==> src/hdl/iols_pkg.sv <==
// Package: payload types, command and status codes for the indexed ordered list store.
package iols_pkg;

  typedef enum logic [2:0] {
    CMD_INSERT   = 3'd0,
    CMD_REMOVE   = 3'd1,
    CMD_RETRIEVE = 3'd2,
    CMD_REPLACE  = 3'd3,
    CMD_EXISTS   = 3'd4,
    CMD_SWAP     = 3'd5
  } cmd_e;

  typedef enum logic [1:0] {
    ST_DONE  = 2'd0,
    ST_RANGE = 2'd1,
    ST_FULL  = 2'd2
  } status_e;

  typedef struct packed {
    logic [2:0]  command;
    logic [4:0]  position;
    logic [3:0]  second_position;
    logic [31:0] word;
  } req_t;

  typedef struct packed {
    status_e     status;
    logic [31:0] read_word;
    logic        found;
    logic [4:0]  entry_count;
  } res_t;

  typedef struct packed {
    logic idle;
    logic res_valid;
  } ctl_t;

endpackage

==> src/hdl/iols_store.sv <==
// Entry memory: one write port, one read port with registered read data.
module iols_store #(
  parameter int unsigned DEPTH = 16,
  parameter int unsigned WIDTH = 32
) (
  input  logic                     clk_i,
  input  logic                     we_i,
  input  logic [$clog2(DEPTH)-1:0] waddr_i,
  input  logic [WIDTH-1:0]         wdata_i,
  input  logic                     re_i,
  input  logic [$clog2(DEPTH)-1:0] raddr_i,
  output logic [WIDTH-1:0]         rdata_o
);

  logic [WIDTH-1:0] mem_q [DEPTH];
  logic [WIDTH-1:0] rdata_q;

  always_ff @(posedge clk_i) begin
    if (we_i) begin
      mem_q[waddr_i] <= wdata_i;
    end
  end

  always_ff @(posedge clk_i) begin
    if (re_i) begin
      rdata_q <= mem_q[raddr_i];
    end
  end

  assign rdata_o = rdata_q;

endmodule

==> src/hdl/iols_seq.sv <==
// Sequencer: decodes a command, walks the memory one entry a cycle, forms the result.
module iols_seq #(
  parameter int unsigned CAPACITY   = 16,
  parameter int unsigned DATA_WIDTH = 32
) (
  input  logic                        clk_i,
  input  logic                        rst_ni,
  input  logic                        in_valid_i,
  input  iols_pkg::req_t              req_i,
  input  logic                        res_taken_i,
  output iols_pkg::ctl_t              ctl_o,
  output iols_pkg::res_t              res_o,
  output logic                        mem_we_o,
  output logic [$clog2(CAPACITY)-1:0] mem_waddr_o,
  output logic [DATA_WIDTH-1:0]       mem_wdata_o,
  output logic                        mem_re_o,
  output logic [$clog2(CAPACITY)-1:0] mem_raddr_o,
  input  logic [DATA_WIDTH-1:0]       mem_rdata_i
);

  localparam int unsigned AW = $clog2(CAPACITY);
  localparam int unsigned CW = $clog2(CAPACITY + 1);
  localparam int unsigned PW = (CW > 5) ? CW : 5;

  typedef enum logic [9:0] {
    S_IDLE     = 10'b0000000001,
    S_FETCH    = 10'b0000000010,
    S_MOVE     = 10'b0000000100,
    S_WR_WORD  = 10'b0000001000,
    S_RETR     = 10'b0000010000,
    S_SCAN     = 10'b0000100000,
    S_SWAP_RD2 = 10'b0001000000,
    S_SWAP_WR1 = 10'b0010000000,
    S_SWAP_WR2 = 10'b0100000000,
    S_RESULT   = 10'b1000000000
  } state_e;

  state_e                    state_q, state_d;
  logic [2:0]                cmd_q, cmd_d;
  logic [AW-1:0]             pos_q, pos_d;
  logic [AW-1:0]             pos2_q, pos2_d;
  logic [AW-1:0]             dst_q, dst_d;
  logic [CW-1:0]             src_q, src_d;
  logic [CW-1:0]             count_q, count_d;
  logic [DATA_WIDTH-1:0]     word_q, word_d;
  logic [DATA_WIDTH-1:0]     rword_q, rword_d;
  iols_pkg::status_e         status_q, status_d;
  logic                      found_q, found_d;

  logic [PW-1:0]             pos_x, pos2_x, cnt_x;
  logic [CW-1:0]             src_nxt;
  logic                      walk_up, match, pos_ok, more;

  // shared walk adder and word comparator
  assign walk_up = (cmd_q != iols_pkg::CMD_INSERT);
  assign src_nxt = walk_up ? src_q + CW'(1) : src_q - CW'(1);
  assign match   = (mem_rdata_i == word_q);
  assign pos_x   = PW'(req_i.position);
  assign pos2_x  = PW'(req_i.second_position);
  assign cnt_x   = PW'(count_q);
  assign pos_ok  = pos_x < cnt_x;
  assign more    = (cmd_q == iols_pkg::CMD_INSERT) ? (src_q > CW'(pos_q)) : (src_q < count_q);

  always_comb begin
    state_d     = state_q;
    cmd_d       = cmd_q;
    pos_d       = pos_q;
    pos2_d      = pos2_q;
    dst_d       = dst_q;
    src_d       = src_q;
    count_d     = count_q;
    word_d      = word_q;
    rword_d     = rword_q;
    status_d    = status_q;
    found_d     = found_q;
    mem_we_o    = 1'b0;
    mem_waddr_o = dst_q;
    mem_wdata_o = mem_rdata_i;
    mem_re_o    = 1'b0;
    mem_raddr_o = src_q[AW-1:0];
    unique case (state_q)
      S_IDLE: begin
        if (in_valid_i) begin
          cmd_d    = req_i.command;
          pos_d    = AW'(req_i.position);
          pos2_d   = AW'(req_i.second_position);
          word_d   = DATA_WIDTH'(req_i.word);
          status_d = iols_pkg::ST_DONE;
          found_d  = 1'b0;
          rword_d  = '0;
          state_d  = S_RESULT;
          unique case (req_i.command)
            iols_pkg::CMD_INSERT: begin
              if (pos_x > cnt_x) begin
                status_d = iols_pkg::ST_RANGE;
              end else if (count_q == CW'(CAPACITY)) begin
                status_d = iols_pkg::ST_FULL;
              end else begin
                count_d = count_q + CW'(1);
                if (pos_x == cnt_x) begin
                  state_d = S_WR_WORD;
                end else begin
                  dst_d   = count_q[AW-1:0];
                  src_d   = count_q - CW'(1);
                  state_d = S_FETCH;
                end
              end
            end
            iols_pkg::CMD_REMOVE: begin
              if (!pos_ok) begin
                status_d = iols_pkg::ST_RANGE;
              end else begin
                count_d = count_q - CW'(1);
                dst_d   = AW'(req_i.position);
                src_d   = CW'(req_i.position) + CW'(1);
                if ((pos_x + PW'(1)) < cnt_x) begin
                  state_d = S_FETCH;
                end
              end
            end
            iols_pkg::CMD_RETRIEVE: begin
              if (!pos_ok) begin
                status_d = iols_pkg::ST_RANGE;
              end else begin
                src_d   = CW'(req_i.position);
                state_d = S_FETCH;
              end
            end
            iols_pkg::CMD_REPLACE: begin
              if (!pos_ok) begin
                status_d = iols_pkg::ST_RANGE;
              end else begin
                state_d = S_WR_WORD;
              end
            end
            iols_pkg::CMD_EXISTS: begin
              if (count_q != '0) begin
                src_d   = '0;
                state_d = S_FETCH;
              end
            end
            iols_pkg::CMD_SWAP: begin
              if (!pos_ok || !(pos2_x < cnt_x)) begin
                status_d = iols_pkg::ST_RANGE;
              end else begin
                src_d   = CW'(req_i.position);
                state_d = S_FETCH;
              end
            end
            default: ;
          endcase
        end
      end
      S_FETCH: begin
        mem_re_o = 1'b1;
        unique case (cmd_q) inside
          iols_pkg::CMD_INSERT,
          iols_pkg::CMD_REMOVE:   state_d = S_MOVE;
          iols_pkg::CMD_RETRIEVE: state_d = S_RETR;
          iols_pkg::CMD_EXISTS:   state_d = S_SCAN;
          iols_pkg::CMD_SWAP:     state_d = S_SWAP_RD2;
          default:                state_d = S_RESULT;
        endcase
      end
      S_MOVE: begin
        mem_we_o = 1'b1;
        dst_d    = src_q[AW-1:0];
        src_d    = src_nxt;
        if (more) begin
          mem_re_o    = 1'b1;
          mem_raddr_o = src_nxt[AW-1:0];
        end else if (cmd_q == iols_pkg::CMD_INSERT) begin
          state_d = S_WR_WORD;
        end else begin
          state_d = S_RESULT;
        end
      end
      S_WR_WORD: begin
        mem_we_o    = 1'b1;
        mem_waddr_o = pos_q;
        mem_wdata_o = word_q;
        state_d     = S_RESULT;
      end
      S_RETR: begin
        rword_d = mem_rdata_i;
        found_d = match;
        state_d = S_RESULT;
      end
      S_SCAN: begin
        if (match) begin
          found_d = 1'b1;
          state_d = S_RESULT;
        end else if (src_nxt < count_q) begin
          mem_re_o    = 1'b1;
          mem_raddr_o = src_nxt[AW-1:0];
          src_d       = src_nxt;
        end else begin
          state_d = S_RESULT;
        end
      end
      S_SWAP_RD2: begin
        // first entry parked in the word register
        word_d      = mem_rdata_i;
        mem_re_o    = 1'b1;
        mem_raddr_o = pos2_q;
        state_d     = S_SWAP_WR1;
      end
      S_SWAP_WR1: begin
        mem_we_o    = 1'b1;
        mem_waddr_o = pos_q;
        state_d     = S_SWAP_WR2;
      end
      S_SWAP_WR2: begin
        mem_we_o    = 1'b1;
        mem_waddr_o = pos2_q;
        mem_wdata_o = word_q;
        state_d     = S_RESULT;
      end
      S_RESULT: begin
        if (res_taken_i) begin
          state_d = S_IDLE;
        end
      end
      default: state_d = S_IDLE;
    endcase
  end

  always_ff @(posedge clk_i or negedge rst_ni) begin
    if (!rst_ni) begin
      state_q <= S_IDLE;
      count_q <= '0;
    end else begin
      state_q <= state_d;
      count_q <= count_d;
    end
  end

  always_ff @(posedge clk_i) begin
    cmd_q    <= cmd_d;
    pos_q    <= pos_d;
    pos2_q   <= pos2_d;
    dst_q    <= dst_d;
    src_q    <= src_d;
    word_q   <= word_d;
    rword_q  <= rword_d;
    status_q <= status_d;
    found_q  <= found_d;
  end

  assign ctl_o.idle      = (state_q == S_IDLE);
  assign ctl_o.res_valid = (state_q == S_RESULT);

  assign res_o.status      = status_q;
  assign res_o.read_word   = 32'(rword_q);
  assign res_o.found       = found_q;
  assign res_o.entry_count = 5'(count_q);

endmodule

==> src/hdl/indexed_ordered_list_store.sv <==
// Top level: indexed ordered list store with request and result channels.
//
// Requests arrive on in_valid_i/in_ready_o/in_req_i, one transfer per command;
// results leave on out_valid_o/out_ready_i/out_res_o, one transfer per command.
// The block works on one command at a time and raises in_ready_o only when idle.
// Insert shifts the entries from its position up and then writes the word, or
// writes the word at once when it appends; remove shifts the entries above its
// position down, unless it removes the last entry; exists reads from the first
// entry until a match or the end of the list, and reads nothing on an empty
// list; a rejected or unused command goes straight to the result.
// The walk is set by the one read port of the entry memory: one entry a cycle.
// The result sits in an output register; the next request can be taken while it
// waits, but that request's result is held back until the register is free.
// A stalled receiver therefore stalls the block after at most one more command.
// Reset clears the count and the handshake state; entry contents are not cleared
// and only entries below the count are ever read.
module indexed_ordered_list_store #(
  parameter int unsigned CAPACITY   = 16,
  parameter int unsigned DATA_WIDTH = 32
) (
  input  logic           clk_i,
  input  logic           rst_ni,
  input  logic           in_valid_i,
  output logic           in_ready_o,
  input  iols_pkg::req_t in_req_i,
  output logic           out_valid_o,
  input  logic           out_ready_i,
  output iols_pkg::res_t out_res_o
);

  localparam int unsigned AW = $clog2(CAPACITY);

  iols_pkg::ctl_t        ctl;
  iols_pkg::res_t        res;
  iols_pkg::res_t        out_res_q;
  logic                  out_valid_q;
  logic                  res_load;
  logic                  mem_we, mem_re;
  logic [AW-1:0]         mem_waddr, mem_raddr;
  logic [DATA_WIDTH-1:0] mem_wdata, mem_rdata;

  iols_seq #(
    .CAPACITY   (CAPACITY),
    .DATA_WIDTH (DATA_WIDTH)
  ) u_seq (
    .clk_i       (clk_i),
    .rst_ni      (rst_ni),
    .in_valid_i  (in_valid_i),
    .req_i       (in_req_i),
    .res_taken_i (res_load),
    .ctl_o       (ctl),
    .res_o       (res),
    .mem_we_o    (mem_we),
    .mem_waddr_o (mem_waddr),
    .mem_wdata_o (mem_wdata),
    .mem_re_o    (mem_re),
    .mem_raddr_o (mem_raddr),
    .mem_rdata_i (mem_rdata)
  );

  iols_store #(
    .DEPTH (CAPACITY),
    .WIDTH (DATA_WIDTH)
  ) u_store (
    .clk_i   (clk_i),
    .we_i    (mem_we),
    .waddr_i (mem_waddr),
    .wdata_i (mem_wdata),
    .re_i    (mem_re),
    .raddr_i (mem_raddr),
    .rdata_o (mem_rdata)
  );

  assign res_load = ctl.res_valid && (!out_valid_q || out_ready_i);

  always_ff @(posedge clk_i or negedge rst_ni) begin
    if (!rst_ni) begin
      out_valid_q <= 1'b0;
    end else if (res_load) begin
      out_valid_q <= 1'b1;
    end else if (out_ready_i) begin
      out_valid_q <= 1'b0;
    end
  end

  always_ff @(posedge clk_i) begin
    if (res_load) begin
      out_res_q <= res;
    end
  end

  assign in_ready_o  = ctl.idle;
  assign out_valid_o = out_valid_q;
  assign out_res_o   = out_res_q;

  a_busy_after_req: assert property (@(posedge clk_i) disable iff (!rst_ni)
    (in_valid_i && in_ready_o) |=> !in_ready_o)
    else $error("block still ready after a request transfer");

  a_ctl_exclusive: assert property (@(posedge clk_i) disable iff (!rst_ni)
    $onehot0({ctl.idle, ctl.res_valid}))
    else $error("sequencer idle and holding a result at once");

  a_full_count: assert property (@(posedge clk_i) disable iff (!rst_ni)
    (out_valid_o && out_res_o.status == iols_pkg::ST_FULL)
      |-> (out_res_o.entry_count == 5'(CAPACITY)))
    else $error("full status with a count below capacity");

  a_reject_clean: assert property (@(posedge clk_i) disable iff (!rst_ni)
    (out_valid_o && out_res_o.status != iols_pkg::ST_DONE)
      |-> (out_res_o.read_word == '0 && !out_res_o.found))
    else $error("rejected command reports data");

endmodule
==> config.mk <==
export PLATFORM = sky130hd
export DESIGN_NAME = indexed_ordered_list_store
export DESIGN_NICKNAME = d
export VERILOG_FILES = /design/src/hdl/iols_pkg.sv /design/src/hdl/iols_store.sv /design/src/hdl/iols_seq.sv /design/src/hdl/indexed_ordered_list_store.sv
export SDC_FILE = /design/constraint.sdc
export NUM_CORES = 1
export LEC_CHECK = 0
export BUFFER_PORTS_ARGS = -buffer_cell sky130_fd_sc_hd__buf_2
export CORE_ASPECT_RATIO = 1.25
export CORE_MARGIN = 2
export CORE_UTILIZATION = 42
export CTS_CLUSTER_SIZE = 14
export DETAILED_ROUTE_END_ITERATION = 16
export PLACE_DENSITY = 0.54
export SLEW_MARGIN = 20
export SYNTH_ARGS = -nofsm -noshare
export SYNTH_HDL_FRONTEND = slang
export SYNTH_HIERARCHICAL = 1
export SYNTH_SLANG_ARGS = --single-unit
export TNS_END_PERCENT = 10
==> constraint.sdc <==
create_clock -name clk_i -period 5.7 [get_ports clk_i]
set_clock_uncertainty 0.1 [all_clocks]
set_input_delay 1.14 -clock clk_i [delete_from_list [all_inputs] [get_ports clk_i]]
set_output_delay 1.14 -clock clk_i [all_outputs]
set_load 0.005 [all_outputs]
==> results <==
- The flow ran to the end, and the final reports show no timing, DRC or antenna violations.
- The placed instance area is 29900 µm².
- The internal portion of the total power is 9.39 mW.
- The total setup violations reported at the end of the flow is 0.
- Entering global routing, the biggest net connects 42 pins.
- Row generation in the floorplan step produced 105 rows.
- The biggest fanout along the worst timing path is 15.
- The total die area is 68800 µm².
- The setup check on the worst reg-to-reg path leaves a slack of 330 ps.
- In this run the tightest slew margin relative to its limit is 28.6%.
- The routed design has 73.1 mm of wire.
- In this run the critical register-to-register path is launched from u_seq/cmd_q[2]$_DFFE_PP_.
- The number of sinks handled by clock tree synthesis is 687.
- For met3 alone, demand over resource in global routing was 3.23%.
- The count of flip-flops with a built-in enable after synthesis is 671.
- Counting flops and latches in the post-synthesis netlist gives 687.
- The DRC violation count after routing is 0.
- The detail route stage leaves a number of antenna-violating nets equal to 0.
- In the post-synthesis netlist, the biggest area contributors are edfxtp_1, mux4_2, nand2_1.
- The wire length of the first global-routing pass is 106 mm.
- In this run the most used layer during global routing was met2.
- The global routing usage summed across all routing layers is 21.3%.
- The power density over cell area is 398 nW/µm².
- The final-report hold violation count is 0.
- The share of total power dissipated in sequential elements is 47.4%.
- The post-synthesis to final-layout area growth is 14.9%.
- Summed over all instances, the cell type with the most area after synthesis is edfxtp_1.
- The via count of the first global-routing pass came to 15500.
- The per-instance average area after synthesis is 17.9 µm².
- For this run, global-route usage on met1 was measured as 28.9%.
- The initial antenna violation count came to 0.
- Counting every net in the synthesized netlist gives 1643.
- The floorplan step set the die width to 235 µm.
- Clock tree synthesis selected as its root buffer the cell clkbuf_16.
- Ranked by instance count, the synthesized netlist is headed by edfxtp_1, nand2_1, mux4_2.
- The number of iterations in the first detailed-routing pass is 5.
- For this run, the leading register cell type out of synthesis is edfxtp_1.
- Hold repair after CTS inserted 0 buffers.
- The number of antenna diodes in the final layout is 0.
- The total net switching power is 3.42 mW.
- The die span in y is 293 µm.
- The final HPWL from detailed placement is 41.6 mm.
- The starting utilization of the core area is 42.5%.
- The worst setup path is captured at a flip-flop.
- Of the post-synthesis cell area, the dominant cell type holds 72.0%.
- The clock share of power is 34.9%.
- The kind of start point of the critical path is a flip-flop.
- Cells with a size suffix above 1 make up 25.3% of the layout.
- The tool flagged a number of max-cap violations equal to 0.
- The worst register-to-register path ends at u_store/rdata_o[21]$_DFFE_PP_.
- 90 I/O pins were placed.
- The post-synthesis sequential area ratio is 73.4%.
- The transition time of the tightest slew-check pin is 1070 ps.
- After clock tree synthesis, the clock-pin slew on the worst setup and hold paths is 60 ps.
- In this run switching power makes up 26.7% of total power.
- Buffers inserted during clock tree synthesis total 71.
- The number of buffers on the longest clock path is 3.
- The worst hold path begins at u_seq/rword_q[28]$_SDFFCE_PN0P_.
- The worst setup path category is reg -> reg.
- Synthesis handed over a netlist of 1565 instances.
- The worst reg-to-reg path cell count is 18.
- The required time reported for the critical path endpoint is 5950 ps.
- The total area inside the core boundary comes to 65800 µm².
- The total number of H-tree levels is 3.
- The synthesis warning total is 6.
- The routability congestion estimate from global placement is 0.853.
- The maximum VDD drop is 0.203 mV.
- For this run, the post-layout net count is 1784.
- The clock reaches the later pin of the worst-skew pair after 610 ps.
- The detailed router finished its first iteration with 1370 violations.
- Combinational logic burns 17.7% of the power.
- The count of buffers added on input and output ports is 89.
- The total overflow left after global routing is 0.
- The TritonCTS clock tree is done.
- The average wire per standard cell is 27.9 µm.
- The shortest clock period the worst path allows after layout is 5370 ps.
- The worst hold path was traced through 0 stages.
- The worst hold path terminates at out_res_o[34]$_DFFE_PP_.
- The final instance area is 32200 µm².
- Setup repair after global routing could not meet its margin everywhere.
- The distinct cell type count of the synthesized netlist is 68.
- For the final routed database, the setup TNS stands at 0 ps.
- The highest clock rate is 186 MHz.
- The final max-slew violation count was 0.
- For this run, global-route usage on met2 was measured as 35.4%.
- The path class of the tightest hold or removal check is reg -> reg.
- The async set-or-reset flop fraction in the synthesized netlist is 2.33%.
- Summed over all cells, the static leakage comes to 10.8 nW.
- Data arrives at the worst endpoint at 5620 ps.
- The worst slack after detailed placement is 194 ps.
- After layout, the worst setup slack is 330 ps.
- The routed layout has 15000 vias.
- The netlist area before placement is 28000 µm².
- In the routed layout, each cell is associated on average with a via count of 5.73.
- Yosys instantiated no cell more often than edfxtp_1.
- In the finished design, the share of the clock period the worst path needs comes to 94.2%.
-- how the worst max path moves through the flow --
stage                                      start                            end
finish                  u_seq/cmd_q[2]$_DFFE_PP_  u_store/rdata_o[21]$_DFFE_PP_
global route            u_seq/cmd_q[2]$_DFFE_PP_  u_store/rdata_o[17]$_DFFE_PP_
CTS                     u_seq/cmd_q[2]$_DFFE_PP_   u_store/rdata_o[0]$_DFFE_PP_
detailed placement      u_seq/cmd_q[2]$_DFFE_PP_   u_store/rdata_o[7]$_DFFE_PP_
global placement        u_seq/cmd_q[2]$_DFFE_PP_   u_store/rdata_o[0]$_DFFE_PP_
floorplan           u_seq/state_q[2]$_DFFE_PN0P_  u_store/mem_q[0][0]$_DFFE_PP_
-- logic make-up (layout without fill, tap and decap cells) --
logic type	Yosys count	count (layout)	synth area share, %
XOR/XNOR	49	49	1.53
AND/OR/NAND/NOR	363	363	6.14
multiplexers	163	163	11.7
flip-flops	687	687	73.4
AO/OA/AOI/OAI	176	176	4.36
buffers and inverters	97	292	1.55
adder cells (fa/ha/maj)	30	30	1.34
-- metal layers --
| metal | part of all wire (%) | routed length, µm |
|---|---|---|
| met5 | 0 | 0 |
| met2 | 49 | 36100 |
| met3 | 5.4 | 3950 |
| met4 | 2.8 | 2040 |
| met1 | 42 | 31000 |
-- registers in the layout (all words and copies together) (netlist names) --
register and count:
u_store/mem_q 512, out_res_o 40, u_seq/rword_q 32, u_seq/word_q 32, u_store/rdata_o 32, u_seq/state_q 10, u_seq/cnt_x 5, u_seq/src_q 5
u_seq/dst_q 4, u_seq/pos2_q 4, u_seq/pos_q 4, u_seq/cmd_q 3, u_seq/status_q 2, out_valid_o 1, u_seq/found_q 1
-- area by class of cell --
| class | count | area [µm²] |
|---|---|---|
| multi-input cells | 781 | 7210 |
| inverters | 21 | 85.1 |
| flip-flops and latches | 687 | 20600 |
| clock buffers | 91 | 1910 |
| fillers | 5475 | 33600 |
| well taps | 856 | 1070 |
| repair buffers | 144 | 1050 |
| clock inverters | 36 | 297 |
-- critical path, cell delays in order (launching register included) --
cell and delay (ps):
edfxtp_1 470, or3_4 490, xnor2_1 180, ha_1 250
nor3_1 80, a21oi_2 240, xnor2_1 140, ha_1 230
a211oi_1 280, o31ai_2 150, o21bai_1 260, or2_2 360
and3_1 220, o21ai_4 280, buf_12 260, buf_4 280
mux4_2 540, a22oi_1 190, nand2_1 60
-- stage by stage --
step	utilization, %	power, mW	std cells	hold slack (ps)
2_1_floorplan	-	7.60	1565	300
3_3_place_gp	45.4	8.41	2488	300
3_5_place_dp	45.4	8.44	2488	305
4_1_cts	48.8	12.9	2615	319
5_1_grt	48.9	13.3	2616	321
6_report	48.9	12.8	2616	319
-- cells in the final DEF (no fill, tap or decap), types with 10 or more instances in the layout --
master,count
nor2_4,13
nand3_1,12
mux2_2,32
dfrtp_1,15
buf_12,13
buf_2,89
and2_1,33
nor3_1,15
a21oi_1,23
buf_4,39
nand2_1,180
mux4_2,128
nor4_1,10
clkbuf_16,74
clkinv_1,13
inv_1,18
a22oi_1,70
ha_1,30
o21ai_0,29
xnor2_1,13
xor2_1,36
edfxtp_1,671
nor2_1,39
clkinv_2,16
clkbuf_1,16
-- what timing repair did --
item / 4_1_cts / 5_1_grt
setup buffers: 0 / 0
gates resized for setup: 0 / 5
endpoints found under the setup margin: 0 / 29
-- power by group through the flow --
stage / registers [mW] / logic, mW / clock network (mW)
after CTS: 6.07 / 2.27 / 4.58
after global routing: 6.09 / 2.48 / 4.78
final: 6.07 / 2.27 / 4.47
after floorplan: 6.11 / 1.49 / 0
after global placement: 6.17 / 2.24 / 0
after detailed placement: 6.17 / 2.26 / 0
Note: power is estimated with default switching activity, not from simulation.
